[src/mpvs_pkg.sv]
// shared types and constants for the multilevel priority value scheduler
// no dependencies; used by the top level
package mpvs_pkg;

	// default sizes
	localparam int QUEUE_DEPTH_DEF  = 16;
	localparam int LEVEL_COUNT      = 4;
	localparam int TASK_ID_BITS_DEF = 8;

	// register reset values
	localparam logic [31:0] BASE_VALUES_RST = 32'd3365299250;
	localparam logic [31:0] DELTA_TABLE_RST = 32'd17107481;

	// register indexes
	localparam logic [1:0] CFG_BASE_VALUES = 2'd0;
	localparam logic [1:0] CFG_DELTA_TABLE = 2'd1;

	// action codes
	localparam logic [1:0] ACT_ADD    = 2'd0;
	localparam logic [1:0] ACT_REMOVE = 2'd1;
	localparam logic [1:0] ACT_PICK   = 2'd2;
	localparam logic [1:0] ACT_NOP    = 2'd3;

	// status codes
	localparam logic [1:0] STATUS_OK      = 2'd0;
	localparam logic [1:0] STATUS_FULL    = 2'd1;
	localparam logic [1:0] STATUS_MISSING = 2'd2;

	typedef struct packed {
		logic [1:0] action;
		logic [7:0] task_id;
		logic [1:0] level;
	} req_word_t;

	typedef struct packed {
		logic       selected_valid;
		logic [7:0] selected_task;
		logic [7:0] selected_value;
		logic [1:0] status;
	} rsp_word_t;

endpackage

[src/multilevel_priority_value_scheduler.sv]
// multilevel priority value scheduler: four task queues in one shared entry memory
// depends on mpvs_pkg
//
// Usage:
//   req channel (req_valid / req_stall / req) carries one command word: add a task
//   to a level, remove a task from a level, or pick the next task. rsp channel
//   (rsp_valid / rsp_stall / rsp) returns exactly one result word per command.
//   cfg channel (cfg_valid / cfg_ready / cfg_index / cfg_data) writes base_values
//   (index 0) or delta_table (index 1); cfg_ready is always high, write only when idle.
//   All queue work runs through one entry memory with one read and one write port
//   under a small sequencer; req_stall is high while a command is in progress.
//   Steps per command: add writes the new entry at the front of its level; pick
//   reads and checks each nonempty level, plus a second read after a rotation, then
//   one select step and, if a task is found, four decrement steps; remove reads from
//   the front to the matching id, then shifts each later entry up by a read and write.
//   The result goes to an output register; the next command is taken while it
//   waits. If rsp_stall holds a result and another finishes, the sequencer waits
//   in its done state until the register frees.
//   Reset clears queue heads and counts, the last selected and last run marks,
//   and restores both registers; the entry memory itself is not cleared.
module multilevel_priority_value_scheduler #(
	parameter int QUEUE_DEPTH  = mpvs_pkg::QUEUE_DEPTH_DEF,
	parameter int TASK_ID_BITS = mpvs_pkg::TASK_ID_BITS_DEF
) (
	input  logic                clk,
	input  logic                arst_n,
	input  logic                req_valid,
	output logic                req_stall,
	input  mpvs_pkg::req_word_t req,
	output logic                rsp_valid,
	input  logic                rsp_stall,
	output mpvs_pkg::rsp_word_t rsp,
	input  logic                cfg_valid,
	output logic                cfg_ready,
	input  logic [1:0]          cfg_index,
	input  logic [31:0]         cfg_data
);

	localparam int LC = mpvs_pkg::LEVEL_COUNT;
	localparam int PW = $clog2(QUEUE_DEPTH);
	localparam int CW = $clog2(QUEUE_DEPTH + 1);
	localparam int AW = $clog2(LC * QUEUE_DEPTH);
	localparam int MD = LC * QUEUE_DEPTH;

	typedef struct packed {
		logic [TASK_ID_BITS-1:0] id;
		logic [7:0]              val;
	} entry_t;

	typedef enum logic [12:0] {
		ST_IDLE   = 13'b0000000000001,
		ST_ADD    = 13'b0000000000010,
		ST_RM_RD  = 13'b0000000000100,
		ST_RM_CMP = 13'b0000000001000,
		ST_SH_RD  = 13'b0000000010000,
		ST_SH_WR  = 13'b0000000100000,
		ST_PK_RD  = 13'b0000001000000,
		ST_PK_CHK = 13'b0000010000000,
		ST_PK_RD2 = 13'b0000100000000,
		ST_PK_CAP = 13'b0001000000000,
		ST_PK_SEL = 13'b0010000000000,
		ST_PK_DEC = 13'b0100000000000,
		ST_DONE   = 13'b1000000000000
	} state_t;

	// position within a level's ring, head plus offset
	function automatic logic [PW-1:0] wrap(input logic [PW-1:0] head, input logic [CW-1:0] k);
		logic [CW:0] sum;
		sum = (CW+1)'(head) + (CW+1)'(k);
		if (sum >= (CW+1)'(QUEUE_DEPTH))
			sum = sum - (CW+1)'(QUEUE_DEPTH);
		return PW'(sum);
	endfunction

	function automatic logic [AW-1:0] addr_of(input logic [1:0] lvl, input logic [PW-1:0] pos);
		return AW'(AW'(lvl) * AW'(QUEUE_DEPTH)) + AW'(pos);
	endfunction

	function automatic logic [7:0] sat_dec(input logic [7:0] v, input logic [7:0] d);
		return (d >= v) ? 8'd0 : v - d;
	endfunction

	function automatic logic [7:0] sat_inc(input logic [7:0] v, input logic [7:0] d);
		return ((8'd255 - v) <= d) ? 8'd255 : v + d;
	endfunction

	state_t                  st_q;
	logic [TASK_ID_BITS-1:0] id_q;
	logic [1:0]              lvl_q;
	logic [CW-1:0]           k_q;
	logic [1:0]              li_q;
	logic [1:0]              best_q;
	logic [31:0]             base_q;
	logic [31:0]             delta_q;
	logic [PW-1:0]           heads_q [LC];
	logic [CW-1:0]           counts_q [LC];
	logic [LC-1:0]           has_q;
	logic [TASK_ID_BITS-1:0] cid_q [LC];
	logic [7:0]              cval_q [LC];
	logic [LC-1:0]           selv_q;
	logic [TASK_ID_BITS-1:0] selid_q [LC];
	logic                    ranv_q;
	logic [TASK_ID_BITS-1:0] ranid_q;
	mpvs_pkg::rsp_word_t     pend_q;
	mpvs_pkg::rsp_word_t     rsp_q;
	logic                    rsp_vld_q;

	entry_t                  mem_q [MD];
	entry_t                  rd_q;

	logic                    rd_en;
	logic [AW-1:0]           rd_addr;
	logic                    wr_en;
	logic [AW-1:0]           wr_addr;
	entry_t                  wr_data;

	logic [CW-1:0]           cur_n;
	logic [PW-1:0]           cur_head;
	logic [PW-1:0]           li_head;
	logic [CW-1:0]           li_cnt;
	logic [CW-1:0]           k_nx;
	logic                    rot;
	logic [7:0]              rot_val;
	logic                    found;
	logic [1:0]              bi;
	logic [15:0]             best_id_ext;

	assign req_stall = (st_q != ST_IDLE);
	assign rsp_valid = rsp_vld_q;
	assign rsp       = rsp_q;
	assign cfg_ready = 1'b1;

	assign cur_n    = counts_q[lvl_q];
	assign cur_head = heads_q[lvl_q];
	assign li_head  = heads_q[li_q];
	assign li_cnt   = counts_q[li_q];
	assign k_nx     = CW'(k_q + 1'b1);

	// front matches the level's last selection, so it rotates to the back
	assign rot     = selv_q[li_q] && (rd_q.id == selid_q[li_q]);
	assign rot_val = (ranv_q && (rd_q.id == ranid_q))
		? sat_inc(rd_q.val, delta_q[{~li_q, 3'b000} +: 8]) : rd_q.val;

	// smallest candidate wins, ties to the lower level
	always_comb begin
		found = 1'b0;
		bi    = 2'd0;
		for (int i = 0; i < LC; i++) begin
			if (has_q[i] && (!found || (cval_q[i] < cval_q[bi]))) begin
				found = 1'b1;
				bi    = 2'(i);
			end
		end
	end

	assign best_id_ext = 16'(cid_q[bi]);

	// memory port control
	always_comb begin
		rd_en   = 1'b0;
		rd_addr = '0;
		wr_en   = 1'b0;
		wr_addr = '0;
		wr_data = '0;
		case (st_q)
			ST_ADD: begin
				wr_en   = (cur_n != CW'(QUEUE_DEPTH));
				wr_addr = addr_of(lvl_q, (cur_head == '0) ? PW'(QUEUE_DEPTH - 1) : cur_head - 1'b1);
				wr_data = '{id: id_q, val: base_q[{lvl_q, 3'b000} +: 8]};
			end
			ST_RM_RD: begin
				rd_en   = 1'b1;
				rd_addr = addr_of(lvl_q, wrap(cur_head, k_q));
			end
			ST_SH_RD: begin
				rd_en   = 1'b1;
				rd_addr = addr_of(lvl_q, wrap(cur_head, k_nx));
			end
			ST_SH_WR: begin
				wr_en   = 1'b1;
				wr_addr = addr_of(lvl_q, wrap(cur_head, k_q));
				wr_data = rd_q;
			end
			ST_PK_RD, ST_PK_RD2: begin
				rd_en   = (li_cnt != '0);
				rd_addr = addr_of(li_q, li_head);
			end
			ST_PK_CHK: begin
				wr_en   = rot;
				wr_addr = addr_of(li_q, wrap(li_head, li_cnt));
				wr_data = '{id: rd_q.id, val: rot_val};
			end
			ST_PK_DEC: begin
				wr_en   = has_q[li_q] && (li_q != best_q);
				wr_addr = addr_of(li_q, li_head);
				wr_data = '{id: cid_q[li_q],
					val: sat_dec(cval_q[li_q], delta_q[{li_q, 3'b000} +: 8])};
			end
			default: begin
				rd_en = 1'b0;
			end
		endcase
	end

	// entry memory
	always_ff @(posedge clk) begin
		if (wr_en)
			mem_q[wr_addr] <= wr_data;
		if (rd_en)
			rd_q <= mem_q[rd_addr];
	end

	// sequencer and queue state
	always_ff @(posedge clk or negedge arst_n) begin
		if (!arst_n) begin
			st_q      <= ST_IDLE;
			id_q      <= '0;
			lvl_q     <= '0;
			k_q       <= '0;
			li_q      <= '0;
			best_q    <= '0;
			base_q    <= mpvs_pkg::BASE_VALUES_RST;
			delta_q   <= mpvs_pkg::DELTA_TABLE_RST;
			has_q     <= '0;
			selv_q    <= '0;
			ranv_q    <= 1'b0;
			ranid_q   <= '0;
			pend_q    <= '0;
			rsp_q     <= '0;
			rsp_vld_q <= 1'b0;
			for (int i = 0; i < LC; i++) begin
				heads_q[i]  <= '0;
				counts_q[i] <= '0;
				selid_q[i]  <= '0;
				cid_q[i]    <= '0;
				cval_q[i]   <= '0;
			end
		end else begin
			// configuration writes
			if (cfg_valid) begin
				if (cfg_index == mpvs_pkg::CFG_BASE_VALUES)
					base_q <= cfg_data;
				else if (cfg_index == mpvs_pkg::CFG_DELTA_TABLE)
					delta_q <= cfg_data;
			end

			// result word taken, unless a new one replaces it
			if (rsp_vld_q && !rsp_stall && (st_q != ST_DONE))
				rsp_vld_q <= 1'b0;

			case (st_q)
				ST_IDLE: begin
					if (req_valid) begin
						id_q   <= TASK_ID_BITS'(req.task_id);
						lvl_q  <= req.level;
						k_q    <= '0;
						li_q   <= '0;
						case (req.action)
							mpvs_pkg::ACT_ADD: begin
								pend_q <= '0;
								st_q   <= ST_ADD;
							end
							mpvs_pkg::ACT_REMOVE: begin
								if (counts_q[req.level] == '0) begin
									pend_q <= '{selected_valid: 1'b0, selected_task: 8'd0,
										selected_value: 8'd0,
										status: mpvs_pkg::STATUS_MISSING};
									st_q   <= ST_DONE;
								end else begin
									pend_q <= '0;
									st_q   <= ST_RM_RD;
								end
							end
							mpvs_pkg::ACT_PICK: begin
								pend_q <= '0;
								st_q   <= ST_PK_RD;
							end
							default: begin
								pend_q <= '0;
								st_q   <= ST_DONE;
							end
						endcase
					end
				end
				ST_ADD: begin
					if (cur_n == CW'(QUEUE_DEPTH)) begin
						pend_q.status <= mpvs_pkg::STATUS_FULL;
					end else begin
						heads_q[lvl_q]  <= (cur_head == '0) ? PW'(QUEUE_DEPTH - 1)
							: cur_head - 1'b1;
						counts_q[lvl_q] <= cur_n + 1'b1;
					end
					st_q <= ST_DONE;
				end
				ST_RM_RD: st_q <= ST_RM_CMP;
				// walk from the front looking for the id
				ST_RM_CMP: begin
					if (rd_q.id == id_q) begin
						if ((CW+1)'(k_nx) < (CW+1)'(cur_n)) begin
							st_q <= ST_SH_RD;
						end else begin
							counts_q[lvl_q] <= cur_n - 1'b1;
							st_q            <= ST_DONE;
						end
					end else if (k_nx == cur_n) begin
						pend_q.status <= mpvs_pkg::STATUS_MISSING;
						st_q          <= ST_DONE;
					end else begin
						k_q  <= k_nx;
						st_q <= ST_RM_RD;
					end
				end
				ST_SH_RD: st_q <= ST_SH_WR;
				// close the gap one entry at a time
				ST_SH_WR: begin
					k_q <= k_nx;
					if (((CW+1)'(k_nx) + 1'b1) < (CW+1)'(cur_n)) begin
						st_q <= ST_SH_RD;
					end else begin
						counts_q[lvl_q] <= cur_n - 1'b1;
						st_q            <= ST_DONE;
					end
				end
				ST_PK_RD: begin
					if (li_cnt == '0) begin
						has_q[li_q] <= 1'b0;
						if (li_q == 2'd3) begin
							st_q <= ST_PK_SEL;
						end else begin
							li_q <= li_q + 1'b1;
						end
					end else begin
						st_q <= ST_PK_CHK;
					end
				end
				ST_PK_CHK, ST_PK_CAP: begin
					if ((st_q == ST_PK_CHK) && rot) begin
						heads_q[li_q] <= (li_head == PW'(QUEUE_DEPTH - 1)) ? '0
							: li_head + 1'b1;
						st_q <= ST_PK_RD2;
					end else begin
						has_q[li_q]   <= 1'b1;
						cid_q[li_q]   <= rd_q.id;
						cval_q[li_q]  <= rd_q.val;
						selv_q[li_q]  <= 1'b1;
						selid_q[li_q] <= rd_q.id;
						if (li_q == 2'd3) begin
							st_q <= ST_PK_SEL;
						end else begin
							li_q <= li_q + 1'b1;
							st_q <= ST_PK_RD;
						end
					end
				end
				ST_PK_RD2: st_q <= ST_PK_CAP;
				ST_PK_SEL: begin
					if (found) begin
						best_q  <= bi;
						ranv_q  <= 1'b1;
						ranid_q <= cid_q[bi];
						pend_q  <= '{selected_valid: 1'b1, selected_task: best_id_ext[7:0],
							selected_value: cval_q[bi], status: mpvs_pkg::STATUS_OK};
						li_q    <= '0;
						st_q    <= ST_PK_DEC;
					end else begin
						st_q <= ST_DONE;
					end
				end
				// losers age toward zero
				ST_PK_DEC: begin
					if (li_q == 2'd3) begin
						st_q <= ST_DONE;
					end else begin
						li_q <= li_q + 1'b1;
					end
				end
				ST_DONE: begin
					if (!rsp_vld_q || !rsp_stall) begin
						rsp_q     <= pend_q;
						rsp_vld_q <= 1'b1;
						st_q      <= ST_IDLE;
					end
				end
				default: st_q <= ST_IDLE;
			endcase
		end
	end

endmodule
[config.mk]
export PLATFORM = sky130hd
export DESIGN_NAME = multilevel_priority_value_scheduler
export DESIGN_NICKNAME = d
export VERILOG_FILES = /design/src/mpvs_pkg.sv /design/src/multilevel_priority_value_scheduler.sv
export SDC_FILE = /design/constraint.sdc
export NUM_CORES = 2
export LEC_CHECK = 0
export ABC_AREA = 1
export BUFFER_PORTS_ARGS = -buffer_cell sky130_fd_sc_hd__buf_2
export CORE_MARGIN = 1.5
export CORE_UTILIZATION = 40
export CTS_BUF_LIST = sky130_fd_sc_hd__clkbuf_4 sky130_fd_sc_hd__clkbuf_8
export CTS_CLUSTER_SIZE = 10
export DETAILED_ROUTE_END_ITERATION = 6
export RECOVER_POWER = 100
export SLEW_MARGIN = 30
export SYNTH_ARGS = -nofsm -noshare
export SYNTH_HDL_FRONTEND = slang
export SYNTH_SLANG_ARGS = --single-unit
[constraint.sdc]
create_clock -name clk -period 9.99 [get_ports clk]
set_clock_uncertainty 0.1 [all_clocks]
set_input_delay 0.4995 -clock clk [delete_from_list [all_inputs] [get_ports clk]]
set_output_delay 0.4995 -clock clk [all_outputs]
set_load 0.1 [all_outputs]
=== Word-level counts from Yosys, hierarchy flattened ===
Memory sizes are Yosys's and may differ from the RTL's. A register that Yosys moved wholly into a read port is not among the register bits.
Index checks and enable logic that the tools add are counted.

* Register bits: 284
* Memory bits (writable): 1024
* Bits of input ports: 51
* Output and inout bits: 22
* Logic and storage cells: 325
* Memories kept: 1

{| class="wikitable"
|+ Memories
! name !! words !! bits a word !! read ports !! clocked after Yosys merged registers in !! write ports !! RTL line !! text
|-
| mem_q || 64 || 16 || 1 || 1 || 1 || multilevel_priority_value_scheduler.sv:108 || <nowiki>entry_t mem_q [MD];</nowiki>
|}

* Add/sub/neg operators: 22
* $lt $le $gt $ge: 20
* Eq/ne operators: 43
* Shift operators: 3
* Mux-type cells: 131
* Bitwise operators: 13
* Reductions and logical operators: 51

{| class="wikitable"
|+ Operators by type and width
! operator !! count
|-
| $pmux W13 S12 || 1
|-
| $mux W8 || 18
|-
| $mux W13 || 11
|-
| $bmux W8 S2 || 7
|-
| $bwmux W32 || 3
|-
| $shiftx A32 B6 Y8 || 3
|-
| $mux W20 || 4
|-
| $mux W4 || 17
|-
| $pmux W16 S4 || 1
|-
| $pmux W20 S3 || 1
|-
| $mux W5 || 10
|-
| $bwmux W20 || 2
|-
| $pmux W13 S3 || 1
|-
| $mux W19 || 2
|-
| $add A6 B4 Y6 || 6
|-
| $pmux W17 S2 || 1
|-
| $bwmux W16 || 2
|-
| $mux W16 || 2
|-
| $pmux W16 S2 || 1
|-
| $bmux W5 S2 || 3
|-
| $ne A2 B2 Y1 const B || 15
|-
| $eq A8 B8 Y1 || 3
|-
| $lt A8 B8 Y1 || 3
|-
| $mux W2 || 12
|-
| other kinds (80) || 154
|}

=== Logic depth before layout (Yosys ltp) ===
* Depth after elaboration: 27
* Depth in mapped cells: 43
* Mapped depth without buffers: 38

=== Worst setup path after synthesis ===
Ideal clock, no wire load.

* Path kind: register to register
* Start: reg li_q[1]
* End: mem mem_q[0][6] in the netlist's numbering (data pin)
* Library setup time: 1.008 ns
* Arrival: 7.600 ns
* Required time: 8.882 ns
* Path slack: 1.282 ns
* Stages on the path, launching flop included: 22
* Path buffers: 6
* Period minus slack after synthesis: 8.708 ns
* Cells stage by stage: dfrtp_1 -> buf_2 -> inv_1 -> buf_2 -> buf_1 -> buf_1 -> clkbuf_1 -> buf_1 -> o21ai_0 -> o22ai_1 -> ha_1 -> inv_1 -> fa_1 -> nand2_1 -> inv_1 -> o21ai_0 -> nand2_1 -> a21oi_1 -> nor2_1 -> nor2_1 -> nor2_1 -> o311ai_0

{| class="wikitable"
|+ RTL lines
! item !! RTL line !! text
|-
| start, declared || multilevel_priority_value_scheduler.sv:91 || <nowiki>logic [1:0] li_q;</nowiki>
|-
| start signal, assigned || multilevel_priority_value_scheduler.sv:330 || <nowiki>li_q <= li_q + 1'b1;</nowiki>
|-
| start signal, assigned || multilevel_priority_value_scheduler.sv:350 || <nowiki>li_q <= li_q + 1'b1;</nowiki>
|-
| start signal, assigned || multilevel_priority_value_scheduler.sv:374 || <nowiki>li_q <= li_q + 1'b1;</nowiki>
|-
| end, declared || multilevel_priority_value_scheduler.sv:108 ||
|}

==> results.yml <==
status:
  status: "finished, violations left"
  violations: "max-capacitance violations, max-slew violations"
logic_synthesis:
  ys_seq_area_share_pct: 63.3
  syn-cell-area_sq_mm: 0.0593
  synthArstFlopShare_pct: 19.5
  synth_edf_count: 1040
  synthCells: 4792
  ys.flop_type: "edfxtp_1"
  syn_nets: 4922
  synth-seq-cells: 1292
  synth_area_per_cell_sq_um: 12.4
  yosys_warnings: 0
  synth_cell_types: 59
clock_network:
  cts_tree: "done"
  cts.sinks: 1292
  ctsLongestPathBuffers: 3
  ctsHoldBuffers: 54
  cts_buffers: 207
  clk_pin_slew_ps: 60
  clk_latency_ps: 940
  cts_resized: 0
  cts_setup_buffers: 0
  htree_levels: 4
  cts_root_buffer: "clkbuf_8"
floorplanning:
  fp.dieH_um: 388
  initial_utilization_pct: 40.2
  io_pins: 73
  core_sq_mm: 0.147
  dieWidth_um: 388
  rows: 141
  dieArea_sq_mm: 0.151
timing:
  fin_setup_tns_ps: 0
  finalSetupViolations: 0
  tightestPinTransition_ps: 6030
  hold_viol_final: 0
  timing.slew.headroom_pct: -302
  finalCritPeriodShare_pct: 77.6
  rsz0062_at_grt: "false"
  fin_crit_ps: 7750
  slew_violations: 879
  max_freq_mhz: 129
grt:
  grt_pass1_wl_um: 230000
  grt_usage_pct: 20.1
  overflow: 0
  first_global_vias: 37005
  antenna_found_initial: 4
  grt_start_max_net_pins: 151
power_and_ir_drop:
  p_sw_mw: 4.59
  seqPwrFrac_pct: 44.6
  clkPwrFrac_pct: 32.3
  power_density_mw_per_mm2: 212
  switching_share_pct: 32.5
  p_int_mw: 9.53
  pwr-share-comb_pct: 23.0
  leakagePower_nw: 25.8
  peakVddDrop_mv: 0.136
layout:
  area_growth_syn_to_layout_pct: 12.3
  utilization_pct: 45.2
  layout-drive-gt1-share_pct: 21.3
  nets: 5155
  fillers: 13526
  fin_cells: 7120
worst_setup_path:
  cp.required_ps: 10440
  crit_top_cell: "nor2_1"
  criticalPathCategory: "flip-flop to flip-flop"
  start_kind: "flip-flop"
  crit_slowest_cell: "clkbuf_1"
  crit_buf_inv: 5
  critical_path_arrival_ps: 8200
  cp_max_fo: 64
  cp_cell_sequence: "inv_1, clkbuf_1, o21ai_0, o22ai_1, ha_1, inv_1, fa_1, nand2_1, inv_1, o21ai_0, nand2_1, a21oi_1, nor2_1, nor2_1, nor2_1, nor2_1, nor2_1, o21ai_0, o211ai_1, buf_4"
  cp_slowest_stage_delay_ps: 1600
  cp_top_family: "buffers and inverters"
  end_kind: "flip-flop"
place:
  hpwl_um: 91100
  dp.cells: 6691
  port_buffers: 71
  gp_congestion: 0.874
min_path:
  hp-class: "input port to flip-flop"
routing:
  drt-total-wl_um: 153000
  drt-initial-drc-count: 2903
  ant_nets: 0
  drcViolationCount: 0
  wl_per_cell_um: 21.5
  num_vias: 37390
  drtPass1Iterations: 6
  via_per_inst: 5.25
job:
  cap_violations: 17
[logic make-up after synthesis]
| group | count (synthesis) | share of synthesized area, % |
|---|---|---|
| other cells | 1 | 0.00632 |
| mux | 764 | 14.5 |
| xor+xnor | 33 | 0.487 |
| compound gates | 771 | 7.38 |
| flops | 1292 | 63.3 |
| buf+inv | 725 | 4.90 |
| simple gates | 1127 | 7.68 |
| fa+ha+maj | 79 | 1.73 |
[path summary, 6_finish.rpt]
path                                start           end  slack, ps  depth (start not counted)
min in group asynchronous          arst_n     async pin       2290                          2
worst min-delay path            req_valid      st_q[11]        140                          4
worst max-delay path              li_q[0]  mem_q[39][4]       2240                         20
worst max register to register    li_q[0]  mem_q[39][4]       2240                         20
worst min register to register  selv_q[1]     selv_q[1]        360                          2
max in group asynchronous          arst_n     cval_q[2]       4140                          2
[flip-flops by register name (all words and copies together) (netlist names), 19 cells and up, named ones only]
signal	cells
base_q	32
cid_q	32
cval_q	32
delta_q	32
mem_q	1024
pend_q	19
rsp	19
[cells in the mapped netlist (5+ instances only)]
cell      count  area, sq um
dfstp_2      22          578
a21oi_1     115          576
buf_1        22         82.6
nand2_1     751         2820
mux2i_1       5         50.1
xnor2_1       6         52.6
nor3_1       22          110
nand3_1     101          505
nor2_1      207          777
xor2_1       27          236
o21ai_0     427         2140
a31oi_1      10         62.6
a221oi_1     12          105
a32o_1        6         60.1
nand4_1       7         43.8
a211oi_1      6         45.0
buf_2        67          335
dfrtp_1     230         5760
o221ai_1     14          123
mux2_2      647         7290
clkinv_1     18         67.6
nor4_1       11         68.8
inv_1       477         1790
clkbuf_1    113          424
o311ai_0      6         52.6
edfxtp_1   1040        31200
a22oi_1      12         90.1
o211ai_1     53          398
o21a_1        7         52.6
ha_1         74          926
o22ai_1      29          181
nand3b_1     10         75.1
o21ai_1      41          205
a32oi_1      12          105
mux2_1      112         1260
buf_6        12          135
inv_2        13         48.8
fa_1          5          100
[cell usage in the layout, fill, tap and decap left out, drive strengths merged, types with 82 or more instances in the layout]
master and instances:
nand2 751, edfxtp 1040, clkbuf 396, nand3 101, a21oi 117, inv 495
clkinv 88, o21ai 468, nor2 213, dfrtp 230, buf 82, mux2 759
[metrics by stage]
stage          area (sq um)  setup WS, ps  power [mW]  hold slack, ps
3_3_place_gp          62300          3580        9.60             334
4_1_cts               67000          3440        14.2            13.4
2_1_floorplan         59300          1280        8.60             104
6_report              66600          2240        14.1             144
3_5_place_dp          62300          3470        9.63             340
5_1_grt               66600          1700        14.8             138
[worst register-to-register path: stages (launching register included)]
cell and delay (ps):
dfrtp_2 410, inv_1 1060, clkbuf_1 1610, o21ai_0 240
o22ai_1 310, ha_1 200, inv_1 70, fa_1 430
nand2_1 70, inv_1 50, o21ai_0 190, nand2_1 130
a21oi_1 140, nor2_1 70, nor2_1 80, nor2_1 80
nor2_1 90, nor2_1 40, o21ai_0 1120, o211ai_1 390
buf_4 460
[final cells by class]
type	instances	area, sq um	share of cell area, %
clock buffer	291	3560	5.35
multi-input combinational	2775	19000	28.6
timing repair buffer	241	1540	2.32
clock inverter	80	562	0.843
antenna	3	7.51	0.0113
inverter	508	1910	2.86
tap	1930	2410	3.63
sequential	1292	37600	56.4
[power by group through the flow]
stage	Clock, mW	Sequential [mW]	Combinational, mW
floorplan	0	6.51	2.08
global placement	0	6.38	3.22
detailed placement	0	6.39	3.24
CTS	4.67	6.28	3.28
global route	4.89	6.33	3.60
finish	4.56	6.30	3.25
[routing by layer]
layer,part of all wire (%),vias up,track usage [%]
li1,-,17423,-
met1,44,18664,27.7
met2,47,1071,32.3
met3,5.7,232,3.16
met4,2.8,0,7.00
met5,0,-,0
Note: power is estimated with default switching activity, not from simulation.
